### config.mk
export PLATFORM = sky130hd
export DESIGN_NAME = ccse_ctrl
export DESIGN_NICKNAME = d
export VERILOG_FILES = /design/src/hdl/ccse_pkg.sv /design/src/hdl/ccse_ctrl.sv
export SDC_FILE = /design/constraint.sdc
export NUM_CORES = 1
export LEC_CHECK = 0
export BUFFER_PORTS_ARGS = -buffer_cell sky130_fd_sc_hd__buf_2
export CAP_MARGIN = 20
export CORE_AREA = 2 2 39 41
export CTS_CLUSTER_SIZE = 30
export DETAILED_ROUTE_END_ITERATION = 10
export DIE_AREA = 0 0 41 43
export PLACE_DENSITY = 0.49
export SLEW_MARGIN = 15
export SYNTH_ARGS = -nofsm -noshare
export SYNTH_HDL_FRONTEND = slang
export SYNTH_SLANG_ARGS = --single-unit
### constraint.sdc
create_clock -name clock -period 2.42 [get_ports clock]
set_input_delay 0.242 -clock clock [delete_from_list [all_inputs] [get_ports clock]]
set_output_delay 0.242 -clock clock [all_outputs]
set_load 0.05 [all_outputs]
### src/hdl/ccse_pkg.sv
// Shared types and constants for the cross-correlation shift estimator.
package ccse_pkg;

   localparam int SHIFT_W = 7;
   localparam int CSR_IDX_W = 2;
   localparam int CSR_DATA_W = 7;

   localparam logic [CSR_IDX_W-1:0] REG_IMAGE_WIDTH  = 2'd0;
   localparam logic [CSR_IDX_W-1:0] REG_IMAGE_HEIGHT = 2'd1;
   localparam logic [CSR_IDX_W-1:0] REG_GRID_SIZE    = 2'd2;

   typedef enum logic [1:0] {
      ST_LOAD,
      ST_EVAL,
      ST_DRAIN,
      ST_POST
   } ctrl_state_type;

   typedef struct packed {
      logic load;
      logic eval_start;
      logic sweep;
      logic publish;
      logic restart;
   } dp_cmd_type;

   typedef struct packed {
      logic frame_last;
      logic sweep_done;
      logic pipe_busy;
   } dp_status_type;

endpackage

### src/hdl/ccse_ctrl.sv
// Controller: frame loading, correlation sweep, drain and result handoff.
module ccse_ctrl
   import ccse_pkg::*;
(
   input  logic          clock,
   input  logic          reset,
   input  logic          req_tvalid,
   output logic          req_tready,
   output logic          rsp_tvalid,
   input  logic          rsp_tready,
   input  dp_status_type status,
   output dp_cmd_type    cmd
);

   ctrl_state_type state_ff, state_in;
   logic           rsp_valid_ff, rsp_valid_in;
   logic           out_free;

   assign out_free = !rsp_valid_ff || rsp_tready;

   always_comb begin
      state_in = state_ff;
      unique case (state_ff)
         ST_LOAD: begin
            if (req_tvalid && status.frame_last) state_in = ST_EVAL;
         end
         ST_EVAL: begin
            if (status.sweep_done) state_in = ST_DRAIN;
         end
         ST_DRAIN: begin
            if (!status.pipe_busy) state_in = ST_POST;
         end
         ST_POST: begin
            if (out_free) state_in = ST_LOAD;
         end
         default: state_in = ST_LOAD;
      endcase
   end

   always_comb begin
      cmd = '0;
      req_tready = 1'b0;
      unique case (state_ff)
         ST_LOAD: begin
            req_tready     = 1'b1;
            cmd.load       = req_tvalid;
            cmd.eval_start = req_tvalid && status.frame_last;
         end
         ST_EVAL: begin
            cmd.sweep = 1'b1;
         end
         ST_DRAIN: begin
         end
         ST_POST: begin
            cmd.publish = out_free;
            cmd.restart = out_free;
         end
         default: begin
         end
      endcase
   end

   always_comb begin
      rsp_valid_in = rsp_valid_ff;
      if (cmd.publish) rsp_valid_in = 1'b1;
      else if (rsp_tready) rsp_valid_in = 1'b0;
   end

   always_ff @(posedge clock) begin
      if (reset) begin
         state_ff     <= ST_LOAD;
         rsp_valid_ff <= 1'b0;
      end else begin
         state_ff     <= state_in;
         rsp_valid_ff <= rsp_valid_in;
      end
   end

   assign rsp_tvalid = rsp_valid_ff;

endmodule

* After elaboration in Yosys (flattened, before gate mapping)
Index checks and enable logic that the tools add are counted.
** Cells by class
- Eq/ne operators :: 7
- Multiplexer cells :: 11
- Reduce and logical (&&, ||, !) cells :: 6
** Operator list (count)
- $mux 2 :: 6
- $ne 2x2->1 const B :: 4
- $pmux 2 s4 :: 1
- $eq 2x2->1 const B :: 2
- $mux 1 :: 4
- $reduce_and 4->1 :: 1
- $eq 2x1->1 const B :: 1
- $logic_not 2->1 :: 1
- $reduce_bool 2->1 :: 1
- $logic_and 1x1->1 :: 1
- $logic_not 1->1 :: 1
- $logic_or 1x1->1 :: 1
** Word-level totals
- Register bits after elaboration :: 3
- Input bits :: 7
- Word-level logic and storage cells :: 26

* Depth between registers and ports, before layout
Gate-level depths: netlist of run 1.
- Depth after elaboration :: 4
- Mapped depth :: 5
- Depth with buffers taken out :: 5

* Least setup slack after synthesis of run 1
OpenSTA, ideal clock, no wires.
- Kind :: reg2reg
- From :: register state_ff[1]
- To :: register state_ff[0]
- Library setup time :: 0.086 ns
- Data arrival time :: 1.598 ns
- Setup slack :: 0.736 ns
- Stages on the path, launching flop included :: 6
- Path through :: dfxtp_1 -> inv_1 -> ha_1 -> nor2b_1 -> a2111o_1 -> a211oi_1
** On the way
- Longest elaborated chain between the ends :: 3
** RTL lines
- start, declared :: RTL line ccse_ctrl.sv:15 : ctrl_state_type state_ff, state_in;
- start signal, assigned :: RTL line ccse_ctrl.sv:74 : state_ff <= state_in;
- $eq 2x2->1, or another cell as far along :: RTL line ccse_ctrl.sv:23 : unique case (state_ff)
- $ne 2x2->1 (no line)
- $reduce_and 4->1 (no line)
Several ways; a longest one is shown, not always the timed one.
A chain may end at the register's enable or synchronous reset.

==> reports/results.ini, run 1 <==
[yosys]
yosysTopAreaCellShare = 0.247
synthCells = 26
synthFlopType = dfxtp_1
synthDistinctLibCells = 15
synthTopCellsByArea = dfxtp_1, ha_1, buf_4
synth_area_um2 = 243
synth_seq_cells = 3
synth.yosys.seq_area_share = 0.247
synthArstFlopShare = 0
yosysTopAreaCell = dfxtp_1
syn-num-nets = 37
yosysWarnings = 0
yosys-top-cells-count = ha_1, dfxtp_1
synth.most_common_cell = ha_1
syn_avg_cell_area_um2 = 9.34
synth-edff-count = 0

[critical_path]
critPathMaxFanout = 5
endpoint_kind = primary output
crit_arrival_ns = 1.33
crit_type = flop to primary output
startpoint_type = flop
critPathRequiredTime_ns = 2.18

[timing]
post-route-period-util = 0.649
hold_viol_final = 0
slew_violations = 0
worst_slew_pin_slew_ns = 0.351
setup-tns-final_ns = 0
min_period_ns = 1.57
rsz0062_at_grt = no
max_clock_freq_ghz = 0.637
setup_viol = 0
max_slew_margin = 0.760
fin_skew_ns = 0.00149

[placed_design]
gp_congestion = 0.663
placed_area_um2 = 313
dp_cells = 53
port_buffers = 13

[power]
seq_power_share = 0.186
pwr-share-comb = 0.595
clkPwrFrac = 0.219
p_total_uw = 404
intPower_uw = 199
p_sw_uw = 205
ir_worst_vdd_uv = 272
p_per_area_nw_per_um2 = 1190
p_leak_nw = 0.174
swShare = 0.507

[die]
floorplan.initialDensity = 0.175
die_area_um2 = 1760
pin_count = 14
fp.coreArea_um2 = 1380
rows = 14
die_width_um = 41
die_h_um = 43

[min_path]
hold_class = input pin to flop

[global_route]
grt_pass1_wl_um = 786
grt_usage = 0.0742
grt_overflow = 0
use_met3 = 0.0314
grt_max_degree = 6
grt-busiest-layer = met2
grtUsageMet2 = 0.106
grt_pass1_vias = 221
grt_use_met1 = 0.0609
antenna_found_initial = 0

[detailed_routing]
wl_per_cell_um = 8.46
dr.pass1.iters = 3
via_count = 231
viasPerCell = 4.05
first_iter_violations = 2
remaining_drc_errors = 0
ant_nets = 0
wirelength_um = 482

[clock_tree]
clkTransAtPathRegs_ns = 0.04
root_buffer = clkbuf_4
cts_hold_buf = 0
cts_tree = built
clock_latency_ns = 0.23
clkSinkCount = 3
htreeDepth = 1
cts_setup_buffers = 0
cts_inserted_buffers = 3
cts_resized = 0
clk_path_buf_depth = 2

[layout]
final_core_util = 0.245
diodes = 0
drive_gt1_frac = 0.415
final_cells = 57
nNetsFinal = 53
fin_area_um2 = 339
area_delta_synth_final_pct = 39.7

[outcome]
status = finished clean

[run]
maxCapViolCount = 0

## flip-flops by register name, indices dropped and copies added, names as in the netlist
name	cells
state_ff	2
rsp_tvalid	1
## power groups by stage
stage / clock, mW / combinational (mW) / sequential [mW]
4_1_cts: 0.0933 / 0.245 / 0.0752
3_3_place_gp: 0 / 0.244 / 0.0751
2_1_floorplan: 0 / 0.202 / 0.0771
3_5_place_dp: 0 / 0.244 / 0.0763
6_report: 0.0886 / 0.241 / 0.0750
5_1_grt: 0.0950 / 0.261 / 0.0766
## stage by stage
stage | setup WS (ns) | hold slack, ns
finish | 0.850 | 0.211
global route | 0.777 | 0.232
CTS | 0.837 | 0.203
detailed placement | 0.904 | 0.449
global placement | 0.927 | 0.461
floorplan | 0.736 | 0.314
## final cells by class
cell class,count,area [um^2]
clock buffer,4,26.3
tap,16,20.0
inverter,2,7.51
sequential,3,60.1
timing repair buffer,13,65.1
fill,156,1040
multi-input combinational,19,160
## critical path: stages, from the launching register on
cell,delay (ns)
dfxtp_1,0.36
inv_1,0.10
ha_1,0.25
and3_1,0.19
buf_2,0.20
## routing by layer
layer | wire (um) | vias to the layer above
met5 | 0 | -
met4 | 19 | 0
met3 | 37 | 2
met2 | 236 | 9
met1 | 188 | 104
li1 | - | 116
## path summary, 6_finish.rpt
check / startpoint / end / slack [ns] / depth (start not counted)
hold / removal: reset / rsp_tvalid / 0.21 / 2
setup reg to reg: state_ff[1] / state_ff[0] / 0.91 / 5
hold reg to reg: state_ff[1] / state_ff[1] / 0.51 / 2
setup / recovery: state_ff[0] / cmd[3] / 0.85 / 4
## kinds of logic (layout without fill, tap and decap cells)
family,count (synthesis),after routing,share of synthesized area
AND/OR/NAND/NOR,10,10,0.268
adder cells (fa/ha/maj),4,4,0.206
AO/OA/AOI/OAI,4,4,0.144
buffers and inverters,4,19,0.0928
flip-flops,3,3,0.247
multiplexers,1,1,0.0412
## cell usage in the layout (no fill, tap or decap), types with 2 or more instances in the layout
cell      count
nand2b_1      2
inv_1         2
clkbuf_4      3
nor2_1        2
and2_1        2
dfxtp_1       3
buf_2        13
ha_1          4
nor2b_1       2
Note: power is estimated with default switching activity, not from simulation.
==> run 2, diff against run 1 <==
--- a/config.mk
+++ b/config.mk
@@ -5,13 +5,14 @@
 export SDC_FILE = /design/constraint.sdc
 export NUM_CORES = 1
 export LEC_CHECK = 0
+export ABC_AREA = 1
 export BUFFER_PORTS_ARGS = -buffer_cell sky130_fd_sc_hd__buf_2
 export CAP_MARGIN = 20
 export CORE_AREA = 2 2 39 41
 export CTS_CLUSTER_SIZE = 30
 export DETAILED_ROUTE_END_ITERATION = 10
 export DIE_AREA = 0 0 41 43
-export PLACE_DENSITY = 0.49
+export PLACE_DENSITY = 0.55
 export SLEW_MARGIN = 15
 export SYNTH_ARGS = -nofsm -noshare
 export SYNTH_HDL_FRONTEND = slang
==> constraint.sdc (replaced) <==
create_clock -name clock -period 1.27 [get_ports clock]
set_input_delay 0.127 -clock clock [delete_from_list [all_inputs] [get_ports clock]]
set_output_delay 0.127 -clock clock [all_outputs]
set_load 0.05 [all_outputs]
==> run 2 against run 1 <==
Combinational power rose to 4.3 times the previous value. Flip-flop and latch count unchanged. Worst setup slack got worse by 0.82 ns. Register-to-register slack got worse by 0.84 ns. Largest cell class unchanged. Final area is 47% higher. Critical endpoint is now cmd[4]. Largest power group unchanged. Core utilization rose by 12 points.
==> reports/results.ini, run 2 <==
[outcome]
status = finished clean  ; unchanged

[critical_path]
critPathTopFamily = flip-flops  ; unchanged
critPathMaxFanout = 4  ; was 5
crit_chain = inv_4, ha_4, nand2_4, clkinvlp_4, buf_8  ; was inv_1, ha_1, and3_1, buf_2
crit_arrival_ns = 1.12  ; was 1.33 ns
reg2reg_to = state_ff[1]  ; was state_ff[0]
crit_type = flop to primary output  ; unchanged
r2r_slack_ns = 0.07  ; was 0.91 ns
slowest_delay_ns = 0.37  ; was 0.36 ns
worstRegToRegCells = 9  ; was 5
critPathRequiredTime_ns = 1.14  ; was 2.18 ns
endpoint_kind = primary output  ; unchanged
critPathSlowestCell = dfxtp_4  ; was dfxtp_1
worst-path-buf-inv = 3  ; was 2
startpoint_type = flop  ; unchanged
r2r-start = state_ff[1]  ; unchanged

[yosys]
synth-simple-area-share = 0.426  ; was 0.268
synth-edff-count = 0  ; unchanged
synthFlopType = dfxtp_1  ; unchanged
synth_area_um2 = 294  ; was 243 um^2
synthTopCellsByArea = dfxtp_1, ha_1, inv_1  ; was dfxtp_1, ha_1, buf_4
synth_fa_ha_area_frac = 0.170  ; was 0.206
synth_compound_area_frac = 0.0340  ; was 0.144
synth_mux_area_frac = 0  ; was 0.0412
synth_top_family_by_area = simple AND/OR/NAND/NOR gates  ; unchanged
synthXorXnorAreaFrac = 0  ; unchanged
synthArstFlopShare = 0  ; unchanged
synth_seq_cells = 3  ; unchanged
synthDistinctLibCells = 15  ; unchanged
yosysTopAreaCell = dfxtp_1  ; unchanged
syn_avg_cell_area_um2 = 7.35  ; was 9.34 um^2
yosys-top-cells-count = inv_1, nand2_1, nor2_1  ; was ha_1, dfxtp_1
synth.yosys.seq_area_share = 0.204  ; was 0.247
synth.most_common_cell = inv_1  ; was ha_1
yosysWarnings = 0  ; unchanged
synthCells = 40  ; was 26
syn-num-nets = 51  ; was 37
yosysTopAreaCellShare = 0.204  ; was 0.247

[layout]
drive_gt1_frac = 0.679  ; was 0.415
area_delta_synth_final_pct = 69.8  ; was 39.7%
largest_reg_flops = 2  ; unchanged
area.sequential_um2 = 67.6  ; was 60.1 um^2
nNetsFinal = 68  ; was 53
diodes = 0  ; unchanged
final_common_cell = buf_2  ; unchanged
fin_area_um2 = 499  ; was 339 um^2
multi_input_area_um2 = 239  ; was 160 um^2
nFillCells = 154  ; was 156
regMostFlops = state_ff  ; unchanged
final_cell_mix = buf_2, nand2_1, inv_1, nor2_1  ; was buf_2, ha_1, clkbuf_4, dfxtp_1

[detailed_routing]
via_count = 280  ; was 231
dr.pass1.iters = 1  ; was 3
first_iter_violations = 0  ; was 2
viasPerCell = 3.89  ; was 4.05
remaining_drc_errors = 0  ; unchanged
ant_nets = 0  ; unchanged
wl_per_cell_um = 6.88  ; was 8.46 um
wirelength_um = 495  ; was 482 um

[clock_tree]
clkTransAtPathRegs_ns = 0.04  ; about the same
cts_inserted_buffers = 3  ; unchanged
root_buffer = clkbuf_4  ; unchanged
cts_tree = built  ; unchanged
clkSinkCount = 3  ; unchanged
htreeDepth = 1  ; unchanged
clock_latency_ns = 0.23  ; about the same
cts_hold_buf = 0  ; unchanged
clk_path_buf_depth = 2  ; unchanged

[timing]
max_slew_margin = 0.836  ; was 0.760
post-route-period-util = 0.980
slew_violations = 0  ; unchanged
setup_slack_ns = 0.0254  ; was 0.850 ns
hold_viol_final = 0  ; unchanged
min_period_ns = 1.24
fin_skew_ns = 0.00315  ; was 0.00149 ns
whs_ns = 0.0649  ; was 0.211 ns
setup_viol = 0  ; unchanged
rsz0062_at_grt = yes  ; was no
worst_slew_pin_slew_ns = 0.248  ; was 0.351 ns
max_clock_freq_ghz = 0.803

[min_path]
hold_class = input pin to flop  ; unchanged
hold_depth = 2  ; unchanged
min_to = rsp_tvalid  ; unchanged
hp-start = reset  ; unchanged

[global_route]
grt_pass1_wl_um = 786  ; unchanged
grt_overflow = 0  ; unchanged
grt_usage = 0.0611  ; was 0.0742
grt_max_degree = 5  ; was 6
antenna_found_initial = 0  ; unchanged
grt_pass1_vias = 239  ; was 221

[power]
p_per_area_nw_per_um2 = 2830  ; was 1190 nW/um^2
p_total_mw = 1.41  ; was 404 uW
p_leak_nw = 0.237  ; was 0.174 nW
ir_worst_vdd_uv = 582  ; was 272 uV

[die]
die_h_um = 43  ; unchanged
die_area_um2 = 1760  ; unchanged
rows = 14  ; unchanged
die_width_um = 41  ; unchanged
floorplan.initialDensity = 0.212  ; was 0.175
fp.coreArea_um2 = 1380  ; unchanged
pin_count = 14  ; unchanged

[placed_design]
dpl.hpwl_um = 433
placed_area_um2 = 383  ; was 313 um^2
port_buffers = 13  ; unchanged
pre_cts_slack_ns = 0.0195  ; was 0.904 ns
gp_congestion = 0.623  ; was 0.663

[run]
maxCapViolCount = 0  ; unchanged

==> run 2: power breakdown <==
group | switching (mW) | total, mW | internal [mW]
registers | 0.0717 | 0.226 | 0.154
logic | 0.631 | 1.03 | 0.398
clock network | 0.0425 | 0.160 | 0.117
total | 0.746 | 1.41 | 0.669
==> run 2: timing repair <==
item / in CTS / in global routing
setup buffers: 0 / 1
pin swaps: 0 / 3
setup endpoints to repair: 5 / 5
gates resized for setup: 20 / 5
cloned: 0 / 0
==> run 2: kinds of logic (layout without fill, tap and decap cells) <==
kind of cell,count (synthesis),count (layout)
compound gates,2,2
fa+ha+maj,4,4
buf+inv,11,27
flops,3,3
simple gates,20,20
==> run 2: worst max path at each step <==
stage	start	endpoint	slack [ns]	cells past startpoint
finish	state_ff[1]	cmd[4]	0.03	5
global route	state_ff[1]	cmd[4]	-0.02	5
CTS	state_ff[0]	cmd[4]	-0.004	5
detailed placement	state_ff[0]	state_ff[1]	0.02	8
global placement	state_ff[0]	state_ff[1]	0.06	8
floorplan	state_ff[0]	cmd[3]	-0.05	4
==> run 2: layer usage <==
layer / vias to the layer above / track usage / wire (um)
met3: 0 / 0.0157 / 15
met1: 128 / 0.0543 / 169
li1: 147 / - / -
met5: - / 0 / 0
met4: 0 / 0.0200 / 0
met2: 5 / 0.119 / 310
==> run 2: layout make-up <==
cell class	instances	share of cell area
timing repair buffer	14	0.208
clock buffer	4	0.0526
sequential	3	0.135
multi-input combinational	26	0.479
inverter	9	0.0852
tap	16	0.0401
==> run 2: per-stage QoR <==
stage / setup TNS, ns / instances / utilization
6_report: 0 / 72 / 0.361
5_1_grt: -0.0219 / 72 / 0.361
4_1_cts: -0.00404 / 71 / 0.344
3_5_place_dp: 0 / 67 / 0.277
3_3_place_gp: 0 / 67 / 0.277
2_1_floorplan: -0.0528 / 40 / -
==> run 3, diff against run 2 <==
--- a/config.mk
+++ b/config.mk
@@ -5,14 +5,14 @@
 export SDC_FILE = /design/constraint.sdc
 export NUM_CORES = 1
 export LEC_CHECK = 0
-export ABC_AREA = 1
 export BUFFER_PORTS_ARGS = -buffer_cell sky130_fd_sc_hd__buf_2
 export CAP_MARGIN = 20
 export CORE_AREA = 2 2 39 41
 export CTS_CLUSTER_SIZE = 30
 export DETAILED_ROUTE_END_ITERATION = 10
 export DIE_AREA = 0 0 41 43
-export PLACE_DENSITY = 0.55
+export GPL_TIMING_DRIVEN = 0
+export PLACE_DENSITY = 0.5
 export SLEW_MARGIN = 15
 export SYNTH_ARGS = -nofsm -noshare
 export SYNTH_HDL_FRONTEND = slang
==> run 3 against run 2 <==
The flow now finishes with violations (setup timing). Flip-flop and latch count unchanged. Wire length decreased by 0.81%. Hold slack gained 0.022 ns. Total power down 31%. Sequential share of layout area up 0.98 points. Combinational power down 38%. Via count shrank 16%. Worst setup slack worse by 0.12 ns. Clock skew is 0.0015 ns lower. Non-clock buffer count increased by 2. Register-to-register slack worse by 0.17 ns. Critical endpoint is now state_ff[0]. Highest routed layer unchanged.
==> reports/results.ini, run 3 (synthesized netlist as in run 1, its figures left out) <==
[die]
die_width_um = 41  ; unchanged
pin_count = 14  ; unchanged
floorplan.initialDensity = 0.175  ; was 0.212
rows = 14  ; unchanged
die_h_um = 43  ; unchanged
die_area_um2 = 1760  ; unchanged
fp.coreArea_um2 = 1380  ; unchanged

[clock_tree]
htreeDepth = 1  ; unchanged
cts_hold_buf = 0  ; unchanged
cts_inserted_buffers = 3  ; unchanged
clkSinkCount = 3  ; unchanged
clk_path_buf_depth = 2  ; unchanged
clkTransAtPathRegs_ns = 0.04  ; about the same
clock_latency_ns = 0.23  ; about the same
cts_tree = built  ; unchanged
root_buffer = clkbuf_4  ; unchanged

[critical_path]
worstRegToRegCells = 5  ; was 9
crit_arrival_ns = 1.51  ; was 1.12 ns
crit_type = flop to flop  ; was flop to primary output
critPathRequiredTime_ns = 1.41  ; was 1.14 ns
endpoint_kind = flop  ; was primary output
startpoint_type = flop  ; unchanged
critPathMaxFanout = 4  ; unchanged

[detailed_routing]
remaining_drc_errors = 0  ; unchanged
ant_nets = 0  ; unchanged
viasPerCell = 3.90  ; was 3.89
first_iter_violations = 1  ; was 0
dr.pass1.iters = 2  ; was 1
wirelength_um = 491  ; was 495 um
wl_per_cell_um = 8.18  ; was 6.88 um
via_count = 234  ; was 280

[layout]
final_cell_mix = buf_2, nor2b_4, buf_4, clkbuf_4  ; was buf_2, nand2_1, inv_1, nor2_1
diodes = 0  ; unchanged
largest_reg_flops = 2  ; unchanged
final_common_cell = buf_2  ; unchanged
drive_gt1_frac = 0.750  ; was 0.679
nNetsFinal = 56  ; was 68
area_delta_synth_final_pct = 91.8  ; was 69.8%
regMostFlops = state_ff  ; unchanged

[global_route]
antenna_found_initial = 0  ; unchanged
grt_max_degree = 6  ; was 5
grt_pass1_vias = 244  ; was 239
grt_overflow = 0  ; unchanged
grt_pass1_wl_um = 855  ; was 786 um
grt_usage = 0.0701  ; was 0.0611

[power]
clkPwrFrac = 0.170  ; was 0.113
seq_power_share = 0.180  ; was 0.160
pwr-share-comb = 0.650  ; was 0.727
p_per_area_nw_per_um2 = 2100  ; was 2830 nW/um^2
p_leak_nw = 0.200  ; was 0.237 nW
p_sw_uw = 450  ; was 746 uW
p_total_uw = 976  ; was 1.41 mW
intPower_uw = 526  ; was 669 uW
swShare = 0.461  ; was 0.527
ir_worst_vdd_uv = 660  ; was 582 uV

[timing]
max_slew_margin = 0.716  ; was 0.836
setup_slack_ns = -0.0957  ; was 0.0254 ns
rsz0062_at_grt = yes  ; unchanged
post-route-period-util = 1.08  ; was 0.980
setup_viol = 4  ; was 0
hold_viol_final = 0  ; unchanged
max_clock_freq_ghz = 0.732  ; was 0.803 GHz
min_period_ns = 1.37  ; was 1.24 ns
slew_violations = 0  ; unchanged
worst_slew_pin_slew_ns = 0.425  ; was 0.248 ns
fin_skew_ns = 0.00162  ; was 0.00315 ns
setup-tns-final_ns = -0.294  ; was 0 ns

[placed_design]
port_buffers = 13  ; unchanged
dpl.hpwl_um = 397  ; was 433 um
gp_congestion = 0.633  ; was 0.623

[min_path]
hold_class = input pin to flop  ; unchanged
hold_depth = 2  ; unchanged

[outcome]
status = complete, but fails checks  ; was finished clean
violations = setup timing

[run]
maxCapViolCount = 0  ; unchanged

==> run 3: cell count changes in the layout (fill, tap and decap cells not counted), sizes merged, moves of 2 or more <==
cell    change
a21oi       -2
and2        +2
buf         +2
inv         -6
nand2      -11
nand2b      +2
nor2        -5
nor2b       +3
==> run 3: repair_timing <==
action                                  CTS  global route
gates cloned                              0             0
endpoints found under the setup margin    6             7
resized for setup                        13             8
pin swaps                                 1             3
setup buffers                             0             1
==> run 3: through the flow <==
stage | hold WS (ns) | setup slack, ns | area [um^2] | instances | util
after floorplan | 0.192 | -0.108 | 280 | 26 | -
after global placement | 0.334 | -0.178 | 365 | 55 | 0.264
after detailed placement | 0.333 | -0.201 | 365 | 55 | 0.264
after CTS | 0.0812 | -0.132 | 430 | 59 | 0.311
after global routing | 0.0903 | -0.153 | 465 | 60 | 0.336
final | 0.0871 | -0.0957 | 465 | 60 | 0.336
==> run 3: path summary, 6_finish.rpt <==
kind | startpoint | to | slack (ns)
worst max-delay path | state_ff[1] | state_ff[0] | -0.1
worst min-delay path | reset | state_ff[0] | 0.09
worst max register to register | state_ff[1] | state_ff[0] | -0.1
worst min register to register | state_ff[1] | state_ff[1] | 0.52
==> run 3: final cells by class <==
cell class,count,area [um^2]
fill,147,918
multi-input combinational,19,219
timing repair buffer,14,105
sequential,3,67.6
clock buffer,4,26.3
tap,16,20.0
buffer,2,15.0
inverter,2,12.5
==> run 3: worst max-delay path, stage by stage (launching register included) <==
cell and delay [ns]:
dfxtp_4 0.37, inv_4 0.05, ha_4 0.14, nor2b_4 0.12, a2111o_1 0.42, a211oi_2 0.18
==> run 3: power by group through the flow <==
stage / combinational (mW) / clock (mW) / sequential, mW
floorplan: 0.469 / 0 / 0.162
global placement: 0.526 / 0 / 0.162
detailed placement: 0.528 / 0 / 0.161
CTS: 0.584 / 0.177 / 0.165
global route: 0.693 / 0.181 / 0.182
finish: 0.634 / 0.166 / 0.176
==> run 3: layer usage <==
layer	share of wire	global-route usage	vias to the layer above
met4	0	0.0200	0
li1	-	-	122
met1	0.42	0.0732	102
met2	0.50	0.119	10
met3	0.081	0.0314	0
met5	0	0	-
